**config.mk**
```make
export PLATFORM = sky130hd
export DESIGN_NAME = quad_window_comparator_logic
export DESIGN_NICKNAME = d
export VERILOG_FILES = /design/src/rtl/core/qwc_pkg.sv /design/src/rtl/core/qwc_zone.sv /design/src/rtl/core/quad_window_comparator_logic.sv
export VERILOG_INCLUDE_DIRS = /design/src /design/src/rtl/core
export SDC_FILE = /design/constraint.sdc
export NUM_CORES = 1
export LEC_CHECK = 0
export BUFFER_PORTS_ARGS = -buffer_cell sky130_fd_sc_hd__buf_2
export CAP_MARGIN = 20
export CELL_PAD_IN_SITES_DETAIL_PLACEMENT = 0
export CELL_PAD_IN_SITES_GLOBAL_PLACEMENT = 1
export CORE_MARGIN = 2
export CORE_UTILIZATION = 30
export CTS_CLUSTER_DIAMETER = 150
export DETAILED_ROUTE_END_ITERATION = 8
export GPL_ROUTABILITY_DRIVEN = 0
export MAX_ROUTING_LAYER = met4
export PLACE_DENSITY = 0.57
export RECOVER_POWER = 50
export REMOVE_ABC_BUFFERS = 1
export SLEW_MARGIN = 10
export SYNTH_ARGS = -nofsm -noshare
export SYNTH_HDL_FRONTEND = slang
export SYNTH_HIERARCHICAL = 1
export SYNTH_SLANG_ARGS = --single-unit
```
**constraint.sdc**
```tcl
create_clock -name aclk -period 12 [get_ports aclk]
set_clock_uncertainty 0.2 [all_clocks]
set_input_delay 0.6 -clock aclk [delete_from_list [all_inputs] [get_ports aclk]]
set_output_delay 0.6 -clock aclk [all_outputs]
set_load 0.01 [all_outputs]
```
**src/rtl/core/quad_window_comparator_logic_macros.svh**
```systemverilog
// ----------------------------------------------------------------------------
// quad window comparator assertion macros
// concurrent assertion helpers, empty when SYNTH is defined
// ----------------------------------------------------------------------------
`ifndef QUAD_WINDOW_COMPARATOR_LOGIC_MACROS_SVH
`define QUAD_WINDOW_COMPARATOR_LOGIC_MACROS_SVH

`ifndef SYNTH

// same-cycle implication
`define QWC_ASSERT_IMP(label, clk, rstn, pre, post) \
    label: assert property (@(posedge clk) disable iff (!(rstn)) (pre) |-> (post)) \
        else $error("qwc assertion failed: same-cycle implication");

// next-cycle implication
`define QWC_ASSERT_NXT(label, clk, rstn, pre, post) \
    label: assert property (@(posedge clk) disable iff (!(rstn)) (pre) |=> (post)) \
        else $error("qwc assertion failed: next-cycle implication");

`else

`define QWC_ASSERT_IMP(label, clk, rstn, pre, post)
`define QWC_ASSERT_NXT(label, clk, rstn, pre, post)

`endif

`endif

```
**src/rtl/core/qwc_pkg.sv**
```systemverilog
// ----------------------------------------------------------------------------
// qwc_pkg
// shared types and constants of the quad window comparator
// ----------------------------------------------------------------------------
`default_nettype none

package qwc_pkg;

    // field widths fixed by the register map and the cv inputs
    localparam int KNOB_W      = 15;
    localparam int CV_W        = 16;
    localparam int CFG_INDEX_W = 4;
    localparam int CFG_DATA_W  = 16;

    // 0.1 V hysteresis at doubled scale (205 lsb each side, times two)
    localparam int HYST2 = 410;

    // register map
    localparam logic [CFG_INDEX_W-1:0] REG_CENTER_A = 4'd0;
    localparam logic [CFG_INDEX_W-1:0] REG_CENTER_D = 4'd3;
    localparam logic [CFG_INDEX_W-1:0] REG_WIDTH_A  = 4'd4;
    localparam logic [CFG_INDEX_W-1:0] REG_WIDTH_D  = 4'd7;

    // knob reset values
    localparam logic signed [KNOB_W-1:0] CENTER_RESET = 15'sd0;
    localparam logic [KNOB_W-1:0]        WIDTH_RESET  = 15'd2048;

    // channel codes
    localparam logic [1:0] CH_A = 2'd0;
    localparam logic [1:0] CH_D = 2'd3;

    // hysteretic window state
    typedef enum logic [1:0] {
        ZONE_NONE   = 2'd0,
        ZONE_BELOW  = 2'd1,
        ZONE_INSIDE = 2'd2,
        ZONE_ABOVE  = 2'd3
    } zone_t;

    // and / or / xor of two flags, bit0 and, bit1 or, bit2 xor
    function automatic logic [2:0] logic3(input logic a, input logic b);
        logic [2:0] r;
        r = {a ^ b, a | b, a & b};
        return r;
    endfunction

endpackage

`default_nettype wire

```
**src/rtl/core/qwc_zone.sv**
```systemverilog
// ----------------------------------------------------------------------------
// qwc_zone
// window edges and hysteretic zone update for one channel sample
// ----------------------------------------------------------------------------
`default_nettype none

module qwc_zone #(
    parameter int SAMPLE_WIDTH = 16
) (
    input  wire logic signed [SAMPLE_WIDTH-1:0]    sample,
    input  wire logic signed [qwc_pkg::KNOB_W-1:0] center_knob,
    input  wire logic        [qwc_pkg::KNOB_W-1:0] width_knob,
    input  wire logic signed [qwc_pkg::CV_W-1:0]   shift_cv,
    input  wire logic signed [qwc_pkg::CV_W-1:0]   size_cv,
    input  wire qwc_pkg::zone_t                    zone_prev,
    output qwc_pkg::zone_t                         zone_next
);

    // doubled-scale compare width: covers 2*sample and the widened edges
    localparam int EDGE_W = 21;
    localparam int CW     = (SAMPLE_WIDTH + 2 > EDGE_W) ? SAMPLE_WIDTH + 2 : EDGE_W;
    localparam int SUM_W  = qwc_pkg::CV_W + 1;

    localparam logic signed [CW-1:0] HYST_X = CW'(qwc_pkg::HYST2);

    logic signed [SUM_W-1:0] center_sum;
    logic signed [SUM_W-1:0] size_raw;
    logic signed [SUM_W-1:0] size_clamped;
    logic signed [CW-1:0]    center_x;
    logic signed [CW-1:0]    size_x;
    logic signed [CW-1:0]    sample_x;
    logic signed [CW-1:0]    hi2;
    logic signed [CW-1:0]    lo2;
    logic signed [CW-1:0]    s2;
    logic                    above_hit;
    logic                    below_hit;
    logic                    inner_lo;
    logic                    inner_hi;

    // center and width sums, width clamped to at least one lsb
    always_comb begin
        center_sum = SUM_W'(center_knob) + SUM_W'(shift_cv);
        size_raw   = $signed({2'b00, width_knob}) + SUM_W'(size_cv);
        if (size_raw < $signed(SUM_W'(1))) begin
            size_clamped = SUM_W'(1);
        end else begin
            size_clamped = size_raw;
        end
    end

    // doubled-scale edges
    always_comb begin
        center_x = CW'(center_sum);
        size_x   = CW'(size_clamped);
        sample_x = CW'(sample);
        hi2      = center_x + center_x + size_x;
        lo2      = center_x + center_x - size_x;
        s2       = sample_x + sample_x;
    end

    // edge compares with the hysteresis band
    always_comb begin
        above_hit = s2 > (hi2 + HYST_X);
        below_hit = s2 < (lo2 - HYST_X);
        inner_lo  = s2 >= (lo2 + HYST_X);
        inner_hi  = s2 <= (hi2 - HYST_X);
    end

    // zone transition
    always_comb begin
        zone_next = zone_prev;
        if (above_hit) begin
            zone_next = qwc_pkg::ZONE_ABOVE;
        end else if (below_hit) begin
            zone_next = qwc_pkg::ZONE_BELOW;
        end else if ((zone_prev == qwc_pkg::ZONE_ABOVE && inner_hi) ||
                     (zone_prev == qwc_pkg::ZONE_BELOW && inner_lo) ||
                     (zone_prev != qwc_pkg::ZONE_INSIDE && inner_lo && inner_hi)) begin
            zone_next = qwc_pkg::ZONE_INSIDE;
        end
    end

endmodule

`default_nettype wire

```
**src/rtl/core/quad_window_comparator_logic.sv**
```systemverilog
// ----------------------------------------------------------------------------
// quad_window_comparator_logic
// four-channel window comparator with hysteresis and pair logic
// ----------------------------------------------------------------------------
// Samples arrive one channel per beat in the fixed order A, B, C, D; an
// internal frame counter starts at A after reset and advances on every beat.
// Each input beat gives exactly one result beat. The block takes one beat per
// clock while the output is not stalled, and holds two stages, an input
// register and a result register; the zone update between them is a single
// pass of adds and compares, and the per-channel zone state is read and
// written in that pass, which sets the one-beat-per-cycle rate. The knob
// registers are written through the cfg port and should be changed only
// while no beat is in flight.
`default_nettype none

`include "quad_window_comparator_logic_macros.svh"

module quad_window_comparator_logic #(
    parameter int SAMPLE_WIDTH = 16
) (
    input  wire logic                                   aclk,
    input  wire logic                                   aresetn,

    // configuration write channel
    input  wire logic                                   cfg_valid,
    output logic                                        cfg_ready,
    input  wire logic [qwc_pkg::CFG_INDEX_W-1:0]        cfg_index,
    input  wire logic [qwc_pkg::CFG_DATA_W-1:0]         cfg_wdata,

    // sample channel
    input  wire logic                                   s_valid,
    output logic                                        s_ready,
    input  wire logic signed [SAMPLE_WIDTH-1:0]         s_sample,
    input  wire logic                                   s_connected,
    input  wire logic signed [qwc_pkg::CV_W-1:0]        s_shift_cv,
    input  wire logic signed [qwc_pkg::CV_W-1:0]        s_size_cv,

    // result channel
    output logic                                        m_valid,
    input  wire logic                                   m_ready,
    output logic [1:0]                                  m_channel,
    output logic [1:0]                                  m_zone,
    output logic                                        m_frame_end,
    output logic [2:0]                                  m_ab_logic,
    output logic                                        m_ab_toggle,
    output logic [2:0]                                  m_cd_logic,
    output logic                                        m_cd_toggle,
    output logic [2:0]                                  m_pairs_logic
);

    // knob registers
    logic signed [qwc_pkg::KNOB_W-1:0] center_reg [4];
    logic        [qwc_pkg::KNOB_W-1:0] width_reg  [4];

    // input stage
    logic                              in_valid_reg;
    logic signed [SAMPLE_WIDTH-1:0]    in_sample_reg;
    logic                              in_connected_reg;
    logic signed [qwc_pkg::CV_W-1:0]   in_shift_reg;
    logic signed [qwc_pkg::CV_W-1:0]   in_size_reg;

    // channel state
    qwc_pkg::zone_t                    zone_store_reg [4];
    logic signed [SAMPLE_WIDTH-1:0]    carried_reg;
    logic [1:0]                        pos_reg;
    logic                              ab_xor_last_reg;
    logic                              cd_xor_last_reg;
    logic                              ab_flop_reg;
    logic                              cd_flop_reg;

    // result stage
    logic                              out_valid_reg;
    logic [1:0]                        out_channel_reg;
    qwc_pkg::zone_t                    out_zone_reg;
    logic                              out_frame_end_reg;
    logic [2:0]                        out_ab_logic_reg;
    logic                              out_ab_toggle_reg;
    logic [2:0]                        out_cd_logic_reg;
    logic                              out_cd_toggle_reg;
    logic [2:0]                        out_pairs_logic_reg;

    // datapath
    logic                              advance;
    logic                              frame_end;
    logic signed [SAMPLE_WIDTH-1:0]    used_sample;
    qwc_pkg::zone_t                    zone_prev;
    qwc_pkg::zone_t                    zone_new;
    logic                              in_a;
    logic                              in_b;
    logic                              in_c;
    logic                              in_d;
    logic                              ab_xor;
    logic                              cd_xor;
    logic                              ab_flop_next;
    logic                              cd_flop_next;
    logic [2:0]                        ab_logic_next;
    logic [2:0]                        cd_logic_next;
    logic [2:0]                        pairs_logic_next;

    // configuration writes, always accepted
    assign cfg_ready = 1'b1;

    always_ff @(posedge aclk) begin
        if (!aresetn) begin
            for (int i = 0; i < 4; i++) begin
                center_reg[i] <= qwc_pkg::CENTER_RESET;
                width_reg[i]  <= qwc_pkg::WIDTH_RESET;
            end
        end else if (cfg_valid && cfg_ready) begin
            case (cfg_index) inside
                [qwc_pkg::REG_CENTER_A:qwc_pkg::REG_CENTER_D]: begin
                    center_reg[cfg_index[1:0]] <= $signed(cfg_wdata[qwc_pkg::KNOB_W-1:0]);
                end
                [qwc_pkg::REG_WIDTH_A:qwc_pkg::REG_WIDTH_D]: begin
                    width_reg[cfg_index[1:0]] <= cfg_wdata[qwc_pkg::KNOB_W-1:0];
                end
                default: begin
                end
            endcase
        end
    end

    // pipeline handshake
    assign advance = in_valid_reg && (!out_valid_reg || m_ready);
    assign s_ready = !in_valid_reg || advance;

    // input register
    always_ff @(posedge aclk) begin
        if (!aresetn) begin
            in_valid_reg <= 1'b0;
        end else if (s_ready) begin
            in_valid_reg <= s_valid;
        end
    end

    always_ff @(posedge aclk) begin
        if (s_valid && s_ready) begin
            in_sample_reg    <= s_sample;
            in_connected_reg <= s_connected;
            in_shift_reg     <= s_shift_cv;
            in_size_reg      <= s_size_cv;
        end
    end

    // sample selection: unconnected b, c, d reuse the previous used sample
    assign frame_end   = (pos_reg == qwc_pkg::CH_D);
    assign used_sample = (pos_reg == qwc_pkg::CH_A || in_connected_reg) ?
                         in_sample_reg : carried_reg;
    assign zone_prev   = zone_store_reg[pos_reg];

    qwc_zone #(
        .SAMPLE_WIDTH (SAMPLE_WIDTH)
    ) u_zone (
        .sample      (used_sample),
        .center_knob (center_reg[pos_reg]),
        .width_knob  (width_reg[pos_reg]),
        .shift_cv    (in_shift_reg),
        .size_cv     (in_size_reg),
        .zone_prev   (zone_prev),
        .zone_next   (zone_new)
    );

    // pair logic over inside flags, channel d taken from this beat
    always_comb begin
        in_a   = (zone_store_reg[0] == qwc_pkg::ZONE_INSIDE);
        in_b   = (zone_store_reg[1] == qwc_pkg::ZONE_INSIDE);
        in_c   = (zone_store_reg[2] == qwc_pkg::ZONE_INSIDE);
        in_d   = (zone_new == qwc_pkg::ZONE_INSIDE);
        ab_xor = in_a ^ in_b;
        cd_xor = in_c ^ in_d;
        ab_flop_next     = ab_flop_reg ^ (ab_xor && !ab_xor_last_reg);
        cd_flop_next     = cd_flop_reg ^ (cd_xor && !cd_xor_last_reg);
        ab_logic_next    = qwc_pkg::logic3(in_a, in_b);
        cd_logic_next    = qwc_pkg::logic3(in_c, in_d);
        pairs_logic_next = qwc_pkg::logic3(in_a | in_b, in_c | in_d);
    end

    // channel state update
    always_ff @(posedge aclk) begin
        if (!aresetn) begin
            for (int i = 0; i < 4; i++) begin
                zone_store_reg[i] <= qwc_pkg::ZONE_NONE;
            end
            carried_reg     <= '0;
            pos_reg         <= qwc_pkg::CH_A;
            ab_xor_last_reg <= 1'b0;
            cd_xor_last_reg <= 1'b0;
            ab_flop_reg     <= 1'b0;
            cd_flop_reg     <= 1'b0;
        end else if (advance) begin
            zone_store_reg[pos_reg] <= zone_new;
            carried_reg             <= used_sample;
            pos_reg                 <= pos_reg + 2'd1;
            if (frame_end) begin
                ab_xor_last_reg <= ab_xor;
                cd_xor_last_reg <= cd_xor;
                ab_flop_reg     <= ab_flop_next;
                cd_flop_reg     <= cd_flop_next;
            end
        end
    end

    // result register
    always_ff @(posedge aclk) begin
        if (!aresetn) begin
            out_valid_reg <= 1'b0;
        end else if (advance) begin
            out_valid_reg <= 1'b1;
        end else if (m_ready) begin
            out_valid_reg <= 1'b0;
        end
    end

    always_ff @(posedge aclk) begin
        if (advance) begin
            out_channel_reg     <= pos_reg;
            out_zone_reg        <= zone_new;
            out_frame_end_reg   <= frame_end;
            out_ab_logic_reg    <= frame_end ? ab_logic_next : 3'd0;
            out_ab_toggle_reg   <= frame_end && ab_flop_next;
            out_cd_logic_reg    <= frame_end ? cd_logic_next : 3'd0;
            out_cd_toggle_reg   <= frame_end && cd_flop_next;
            out_pairs_logic_reg <= frame_end ? pairs_logic_next : 3'd0;
        end
    end

    // result beat outputs
    assign m_valid       = out_valid_reg;
    assign m_channel     = out_channel_reg;
    assign m_zone        = out_zone_reg;
    assign m_frame_end   = out_frame_end_reg;
    assign m_ab_logic    = out_ab_logic_reg;
    assign m_ab_toggle   = out_ab_toggle_reg;
    assign m_cd_logic    = out_cd_logic_reg;
    assign m_cd_toggle   = out_cd_toggle_reg;
    assign m_pairs_logic = out_pairs_logic_reg;

    // assertions
    `QWC_ASSERT_IMP(a_frame_end_on_d, aclk, aresetn, out_valid_reg && out_frame_end_reg, out_channel_reg == qwc_pkg::CH_D)
    `QWC_ASSERT_IMP(a_pair_fields_idle, aclk, aresetn, out_valid_reg && !out_frame_end_reg, out_ab_logic_reg == 3'd0 && out_cd_logic_reg == 3'd0 && out_pairs_logic_reg == 3'd0 && !out_ab_toggle_reg && !out_cd_toggle_reg)
    `QWC_ASSERT_NXT(a_position_steps, aclk, aresetn, advance, pos_reg == $past(pos_reg) + 2'd1)
    `QWC_ASSERT_IMP(a_stall_holds_input, aclk, aresetn, !s_ready, in_valid_reg && out_valid_reg && !m_ready)

endmodule

`default_nettype wire

```
Word-level counts from Yosys, hierarchy flattened
Memory sizes are Yosys's and may differ from the RTL's. A register that Yosys moved wholly into a read port is not among the register bits.
Cells that the tools add are included.
Widths: inputs -> output; s select.
- add/subtract/negate cells: 11
- magnitude comparators: 9
- equality and inequality tests: 8
- muxes and demuxes: 35
- bitwise operators: 11
- reductions and logical operators: 27
- operators by type and width (cell ; number):
    $add 21x10->21 const B ; 2
    $sub 21x10->21 const B ; 2
    $add 16x16->17 ; 2
    $mux 15 ; 2
    $reduce_or 15->1 ; 2
    $mux 2 ; 13
    $ge 21x21->1 ; 1
    $gt 21x21->1 ; 1
    $le 21x21->1 ; 1
    $lt 21x21->1 ; 1
    $add 18x17->19 ; 1
    $sub 18x17->19 ; 1
    $add 17x17->18 ; 1
    $mux 1 ; 18
    $add 15x16->17 ; 1
    $lt 17x2->1 const B ; 1
    $mux 17 ; 1
    $mux 16 ; 1
    $eq 2x2->1 const B ; 6
    $logic_and 1x1->1 ; 12
    $logic_or 1x1->1 ; 5
    $xor 1x1->1 ; 5
    $ge 4x1->1 const B ; 1
    $ge 4x3->1 const B ; 1
    other kinds (12) ; 19
- register bits after elaboration: 89
- RAM bits: 128
- input bits: 74
- output and inout port bits: 19
- word-level logic and storage cells: 124
- memories kept: 3
- memories (memory ; depth ; width ; read ports ; clocked after memory_dff ; wr ports ; RTL line ; text):
    center_reg ; 4 ; 15 ; 1 ; 1 ; 4 ; quad_window_comparator_logic.sv:52 ; logic signed [qwc_pkg::KNOB_W-1:0] center_reg [4];
    width_reg ; 4 ; 15 ; 1 ; 1 ; 4 ; quad_window_comparator_logic.sv:53 ; logic [qwc_pkg::KNOB_W-1:0] width_reg [4];
    zone_store_reg ; 4 ; 2 ; 4 ; 1 ; 4 ; quad_window_comparator_logic.sv:63 ; qwc_pkg::zone_t zone_store_reg [4];

Depth between registers and ports, before layout
Gate-level depths: netlist (run 1).
- word-level depth: 17
- depth in mapped cells: 49

Cells and area by module
The synthesis (run 1) kept the hierarchy.
- modules (own cells, without submodules) (module ; times used ; cells an instance ; area each (µm²)):
    quad_window_comparator_logic ; 1 ; 569 ; 9120.0
    qwc_zone ; 1 ; 908 ; 6787.8

Worst setup path before layout (run 1)
OpenSTA, ideal clock, no wires.
- kind: reg2reg
- from: reg (tool-made name)
- to: reg out_cd_toggle_reg, in the netlist m_cd_toggle, data pin
- arrival: 9537 ps
- setup slack: 2008 ps
- stages on the path, launching flop included: 46
- path buffers: 4
- clock period less this slack: 9992 ps
- path through: dfxtp_1 > buf_2 > buf_2 > mux4_2 > ha_1 > a211oi_2 > o21bai_1 > a21oi_1 > o21bai_1 > a41o_1 > o41ai_1 > mux2i_1 > nor2_1 > a31oi_1 > nor4_1 > ha_1 > buf_2 > clkbuf_1 > [10 not listed] > nor4_4 > nand3_1 > xor2_1 > ha_1 > nand4_1 > or2_2 > o32ai_1 > a31oi_1 > nor2_1 > nand3_1 > o211ai_1 > nand3_1 > nand2b_1 > inv_1 > ha_1 > nand2b_1 > xnor2_1 > and2_1
- RTL lines (element ; RTL line ; text):
    to (signal assigned) ; quad_window_comparator_logic.sv:222 ; out_cd_toggle_reg <= frame_end && cd_flop_next;
    to (decl) ; quad_window_comparator_logic.sv:79 ; logic out_cd_toggle_reg;

==> results of run 1 <==
[Yosys cell counts (all sizes together) (11+ instances only)]
cell    number
nor3        48
buf         19
nor4        11
mux4        32
edfxtp     193
mux2        16
xor2        38
nor2b       30
mux2i       17
clkbuf      26
nand2       87
dfxtp       26
nand3       23
nand2b      34
and2       128
nand4       20
xnor2       70
inv         81
nor2        81
o21a        16
ha         155
a21o        33
a21oi       70
o21ai       55
[where the power goes]
group / switching, mW / internal, mW
sequential: 0.0188 / 0.877
combinational: 1.67 / 1.23
clock: 0.320 / 0.446
total: 2.01 / 2.55
[critical path: cells and delay by family (launching register included)]
kind	cells	cell delay [ps]
compound gates	16	3920
flops	1	580
fa+ha+maj	5	1830
xor+xnor	1	70
simple gates	15	2880
buf+inv	3	340
mux	2	760
[metal layers]
metal | vias up | global-route usage | wire, um
li1 | 5681 | - | -
met1 | 5376 | 0.196 | 19000
met2 | 137 | 0.265 | 19900
met3 | 38 | 0.0187 | 1080
met4 | 0 | 0.0305 | 633
met5 | - | - | 0
[cell type report]
class	count	area, um^2	share of cell area
clock inverter	12	138	0.00753
multi-input combinational	1132	9030	0.494
inverter	81	304	0.0166
tap	688	861	0.0471
clock buffer	35	684	0.0375
sequential	219	6320	0.346
timing repair buffer	147	936	0.0512
[logic make-up (layout without fill, tap and decap cells)]
kind of cell	count (synthesis)	after routing	share of synthesized area
xor gates and xnor gates	108	108	0.0656
AOI/OAI and AO/OA	269	269	0.119
muxes	65	65	0.0673
and+or+nand+nor	530	530	0.191
other	1	1	0.000236
DFF	219	219	0.397
buffers and inverters	126	275	0.0326
adders and majority gates	159	159	0.127
[worst min-delay path by stage]
stage	start	to	slack (ps)
after global placement	carried_reg[15]	carried_reg[15]	240
after global routing	s_size_cv[5]	in_size_reg[5]	2
final	s_shift_cv[8]	in_shift_reg[8]	30
after CTS	s_shift_cv[8]	in_shift_reg[8]	0.2
after detailed placement	carried_reg[13]	carried_reg[13]	250
after floorplan	carried_reg[0]	carried_reg[0]	230
[layout by cell type, fill, tap and decap left out, types with 20 or more instances in the layout]
cell type,instances
buf_2,67
clkbuf_16,26
dlygate4sd3_1,39
mux4_2,32
and2_1,87
nand3_1,23
dfxtp_1,25
nor2_1,80
xor2_1,37
a21o_1,33
nand2b_1,34
and2_0,40
ha_1,155
a21oi_1,67
o21ai_0,47
inv_1,81
nand2_1,86
nor3_1,43
nor2b_1,30
clkbuf_1,36
xnor2_1,64
nand4_1,20
edfxtp_1,193
[per-stage QoR]
stage          utilization  hold WS [ps]  std cells  total power [mW]
2_1_floorplan            -           231       1432              3.13
3_3_place_gp         0.327           239       2225              3.78
3_5_place_dp         0.327           250       2225              3.82
4_1_cts              0.349         0.180       2308              4.63
5_1_grt              0.348          2.20       2314              5.01
6_report             0.348          27.0       2314              4.56
==> impl_metrics.env, run 1 <==
export IMPL_fillers=5225
export IMPL_fin_crit_sh=0.904
export IMPL_fin_nets=1840
export IMPL_netlist_area_mm2=0.0159
export IMPL_clockRootBuffer="clkbuf_16"
export IMPL_yosysTopAreaCell="edfxtp_1"
export IMPL_finalHoldViolCount=0
export IMPL_grt_overflow_total=0
export IMPL_synthTopCellsByArea="edfxtp_1 (36%), ha_1 (12%), and2_1 (5.0%), mux4_2 (4.5%), xnor2_1 (3.5%)"
export IMPL_r2r_setup_slack_ps=1150
export IMPL_cts_tree="yes"
export IMPL_dr_total_vias=11200
export IMPL_critPathSlowestCell="a221oi_1"
export IMPL_cts_resized=0
export IMPL_status="complete, but fails checks"
export IMPL_post_place_ws_ps=1020
export IMPL_critPathRequiredTime_ps=12120
export IMPL_fp_dieW_um=234
export IMPL_cts_buffers=26
export IMPL_numPortBuffers=90
export IMPL_max_freq_ghz=0.0922
export IMPL_min_period_ps=10850
export IMPL_critPathMaxStageDelay_ps=610
export IMPL_drc_errors=0
export IMPL_clk_latency_ps=560
export IMPL_ys_warn_count=6
export IMPL_die_area_mm2=0.0549
export IMPL_peakVddDrop_uv=138
export IMPL_endpoint="m_cd_toggle"
export IMPL_cts_max_level=1
export IMPL_postSynthAreaPerCell_um2=10.8
export IMPL_power_density_mw_per_mm2=250
export IMPL_synth_flop_cell="edfxtp_1"
export IMPL_firstDrtPassIters=4
export IMPL_path_class="flop to flop"
export IMPL_placed_cell_area_mm2=0.0171
export IMPL_coreArea_mm2=0.0524
export IMPL_drt_vias_per_instance=4.85
export IMPL_drt_wirelength_per_cell_um=17.6
export IMPL_ios=93
export IMPL_initial_core_util=0.303
export IMPL_final_area_mm2=0.0183
export IMPL_start_kind="flop"
export IMPL_area_delta_synth_final_pct=14.8
export IMPL_hold_path_depth=1
export IMPL_setup_viol=0
export IMPL_drive_gt1_frac=0.132
export IMPL_routed_wl_um=40600
export IMPL_crit_path_frequent_cell="ha_1"
export IMPL_synth_top_cell_area_share=0.364
export IMPL_synth_seq_cells=219
export IMPL_dr_first_iter_drc_count=569
export IMPL_fin_ws_ps=1150
export IMPL_grt_pass1_wl_um=63700
export IMPL_diodes=0
export IMPL_synth_async_reset_ratio=0
export IMPL_r2r_cells=42
export IMPL_synthDistinctLibCells=109
export IMPL_worstPathMaxFanout=13
export IMPL_end_kind="flop"
export IMPL_hpwl_um=31200
export IMPL_ys_seq_area_frac=0.397
export IMPL_grt_pass1_vias=11500
export IMPL_slew_viol_final=49
export IMPL_clock_path_buffers=3
export IMPL_timing_setup_tns_ps=0
export IMPL_cts_sinks=219
export IMPL_hold_path_class="primary input to flop"
export IMPL_antenna_found_initial=0
export IMPL_ant_nets=0
export IMPL_grt_start_max_net_pins=51
export IMPL_holdBufCountCts=36
export IMPL_synth_edff_count=193
export IMPL_timing_rr_end="m_cd_toggle"
export IMPL_synthCells=1477
export IMPL_cts_clk_slew_worst_paths_ps=60
export IMPL_postCtsSetupBuffers=0
export IMPL_cp_arrival_ps=10970
export IMPL_max_slew_worst_pin_slew_ps=2680
export IMPL_cellLeakagePower_nw=7.07
export IMPL_slew_headroom=-0.804
export IMPL_die_h_um=234
export IMPL_violations="max-capacitance violations, max-slew violations"
export IMPL_rows=84
export IMPL_grt_setup_unrepaired="no"
export IMPL_track_usage=0.154
export IMPL_max_cap_violations=4
Note: power is estimated with default switching activity, not from simulation.
==> inputs of run 2 (changes only) <==
ABC_AREA = 1   (was unset)
HOLD_SLACK_MARGIN = 0.03   (was unset)
PLACE_DENSITY = 0.6   (was 0.57)
==> impl_metrics.env, run 2 <==
export IMPL_status="complete, but fails checks"
export IMPL_violations="max-capacitance violations, max-slew violations"
export IMPL_clk_latency_ps=570
export IMPL_synth_compound_area_share=0.115
export IMPL_max_slew_worst_pin_slew_ps=3330
export IMPL_dr_first_iter_drc_count=630
export IMPL_drt_wirelength_per_cell_um=16.4
export IMPL_cp_arrival_ps=10130
export IMPL_synthSimpleGateAreaFrac=0.228
export IMPL_fin_nets=2242
export IMPL_coreArea_mm2=0.0513
export IMPL_synth_common_cells="nand2_1 (358), nor2_1 (237), inv_1 (203), edfxtp_1 (193), ha_1 (155)"
export IMPL_max_cap_violations=3
export IMPL_synth_flop_cell="edfxtp_1"
export IMPL_cts_sinks=219
export IMPL_synth_top_family_by_area="simple AND/OR/NAND/NOR gates"
export IMPL_dr_total_vias=13000
export IMPL_peakVddDrop_uv=125
export IMPL_crit_path_frequent_cell="nand2_1"
export IMPL_track_usage=0.171
export IMPL_synth_async_reset_ratio=0
export IMPL_drc_errors=0
export IMPL_fin_crit_sh=0.833
export IMPL_path_delay_family="simple AND/OR/NAND/NOR gates"
export IMPL_area_delta_synth_final_pct=16.0
export IMPL_ios=93
export IMPL_synth_fa_ha_area_frac=0.130
export IMPL_yosysMostFrequentCell="nand2_1"
export IMPL_synthCells=1881
export IMPL_clockRootBuffer="clkbuf_16"
export IMPL_setup_viol=0
export IMPL_drive_gt1_frac=0.0882
export IMPL_grt_setup_unrepaired="no"
export IMPL_ys_warn_count=6
export IMPL_netlist_area_mm2=0.0156
export IMPL_power_mw=4.86
export IMPL_ys_seq_area_frac=0.405
export IMPL_slew_viol_final=114
export IMPL_synth_top_cell_area_share=0.372
export IMPL_muxShareOfSynthArea=0
export IMPL_start_kind="flop"
export IMPL_final_cell_mix="nand2_1 (358), nor2_1 (238), inv_1 (204)"
export IMPL_fillers=5432
export IMPL_grt_start_max_net_pins=50
export IMPL_routed_wl_um=44500
export IMPL_grt_pass1_vias=13200
export IMPL_timing_setup_tns_ps=0
export IMPL_yosysTopAreaCell="edfxtp_1"
export IMPL_crit_buf_inv=12
export IMPL_rows=83
export IMPL_max_freq_ghz=0.100
export IMPL_grt_pass1_wl_um=70500
export IMPL_synth_seq_cells=219
export IMPL_cts_max_level=1
export IMPL_path_class="flop to flop"
export IMPL_diodes=0
export IMPL_drt_vias_per_instance=4.78
export IMPL_cts_tree="yes"
export IMPL_critPathMaxStageDelay_ps=520
export IMPL_cellLeakagePower_nw=7.87
export IMPL_firstDrtPassIters=7
export IMPL_synth_edff_count=193
export IMPL_synth_xor_area_frac=0.0527
export IMPL_hold_path_class="primary input to flop"
export IMPL_synthDistinctLibCells=57
export IMPL_power_density_mw_per_mm2=269
export IMPL_hpwl_um=33500
export IMPL_cts_resized=0
export IMPL_ant_nets=0
export IMPL_worstPathMaxFanout=17
export IMPL_die_area_mm2=0.0538
export IMPL_end_kind="flop"
export IMPL_min_period_ps=10000
export IMPL_r2r_setup_slack_ps=2000
export IMPL_postSynthAreaPerCell_um2=8.29
export IMPL_finalHoldViolCount=0
export IMPL_critPathSlowestCell="xor2_1"
export IMPL_initial_core_util=0.304
export IMPL_fp_dieW_um=232
export IMPL_numPortBuffers=90
export IMPL_cts_clk_slew_worst_paths_ps=60
export IMPL_layout_commonest_cell="nand2_1"
export IMPL_cts_buffers=27
export IMPL_slew_headroom=-1.22
export IMPL_critPathRequiredTime_ps=12130
export IMPL_antenna_found_initial=0
export IMPL_synthTopCellsByArea="edfxtp_1 (37%), ha_1 (12%), nand2_1 (8.6%), nor2_1 (5.7%), inv_1 (4.9%)"
export IMPL_grt_overflow_total=0
export IMPL_die_h_um=232
export IMPL_clock_path_buffers=3
==> run 2: cell families after synthesis <==
family / Yosys count
compound gates: 317
xor+xnor: 87
fa+ha+maj: 159
buf+inv: 268
flops: 219
other cells: 1
simple gates: 830
==> run 2: worst min-delay path: stages <==
cell and delay [ps]:
buf_2 80, nand2_1 80, a21oi_1 120
==> run 2: final cells by class <==
cell class	instances	area (um^2)	area share
inverters	213	800	0.0442
well taps	680	851	0.0471
clock inverters	11	144	0.00796
repair buffers	154	1010	0.0557
flip-flops and latches	219	6320	0.349
clock buffers	38	747	0.0413
multi-input cells	1394	8220	0.454
==> run 2: power breakdown <==
part,switching (mW),total [mW],internal [mW]
clock network,0.326,0.824,0.498
registers,0.0184,0.900,0.882
logic,2.03,3.14,1.11
total,2.38,4.86,2.49
==> run 2: worst paths after layout <==
path / end / depth (start not counted) / startpoint
worst max-delay path: m_pairs_logic[2] / 53 / flop
worst min-delay path: in_valid_reg / 3 / s_valid
worst max register to register: m_pairs_logic[2] / 53 / flop
worst min register to register: carried_reg[11] / 2 / carried_reg[11]
==> run 2: timing repair <==
item,4_1_cts,5_1_grt
hold endpoints to repair,49,0
hold buffers,49,0
setup endpoints to repair,0,0
setup buffers,0,0
==> run 2: stage by stage <==
step                instance area [um^2]   util  setup slack (ps)  instances  hold WS (ps)
floorplan                          15300      -              3160       1826           219
global placement                   16800  0.327              2000       2611           228
detailed placement                 16800  0.327              1880       2611           232
CTS                                18100  0.354              1830       2709           118
global route                       18100  0.352               951       2709           143
finish                             18100  0.352              2000       2709           140
==> run 2: layer usage <==
layer	up-vias	GRT usage	routed length, um
met3	54	0.0181	1440
met2	211	0.305	22100
met4	0	0.0467	1130
met5	-	-	0
li1	6648	-	-
met1	6047	0.206	19800
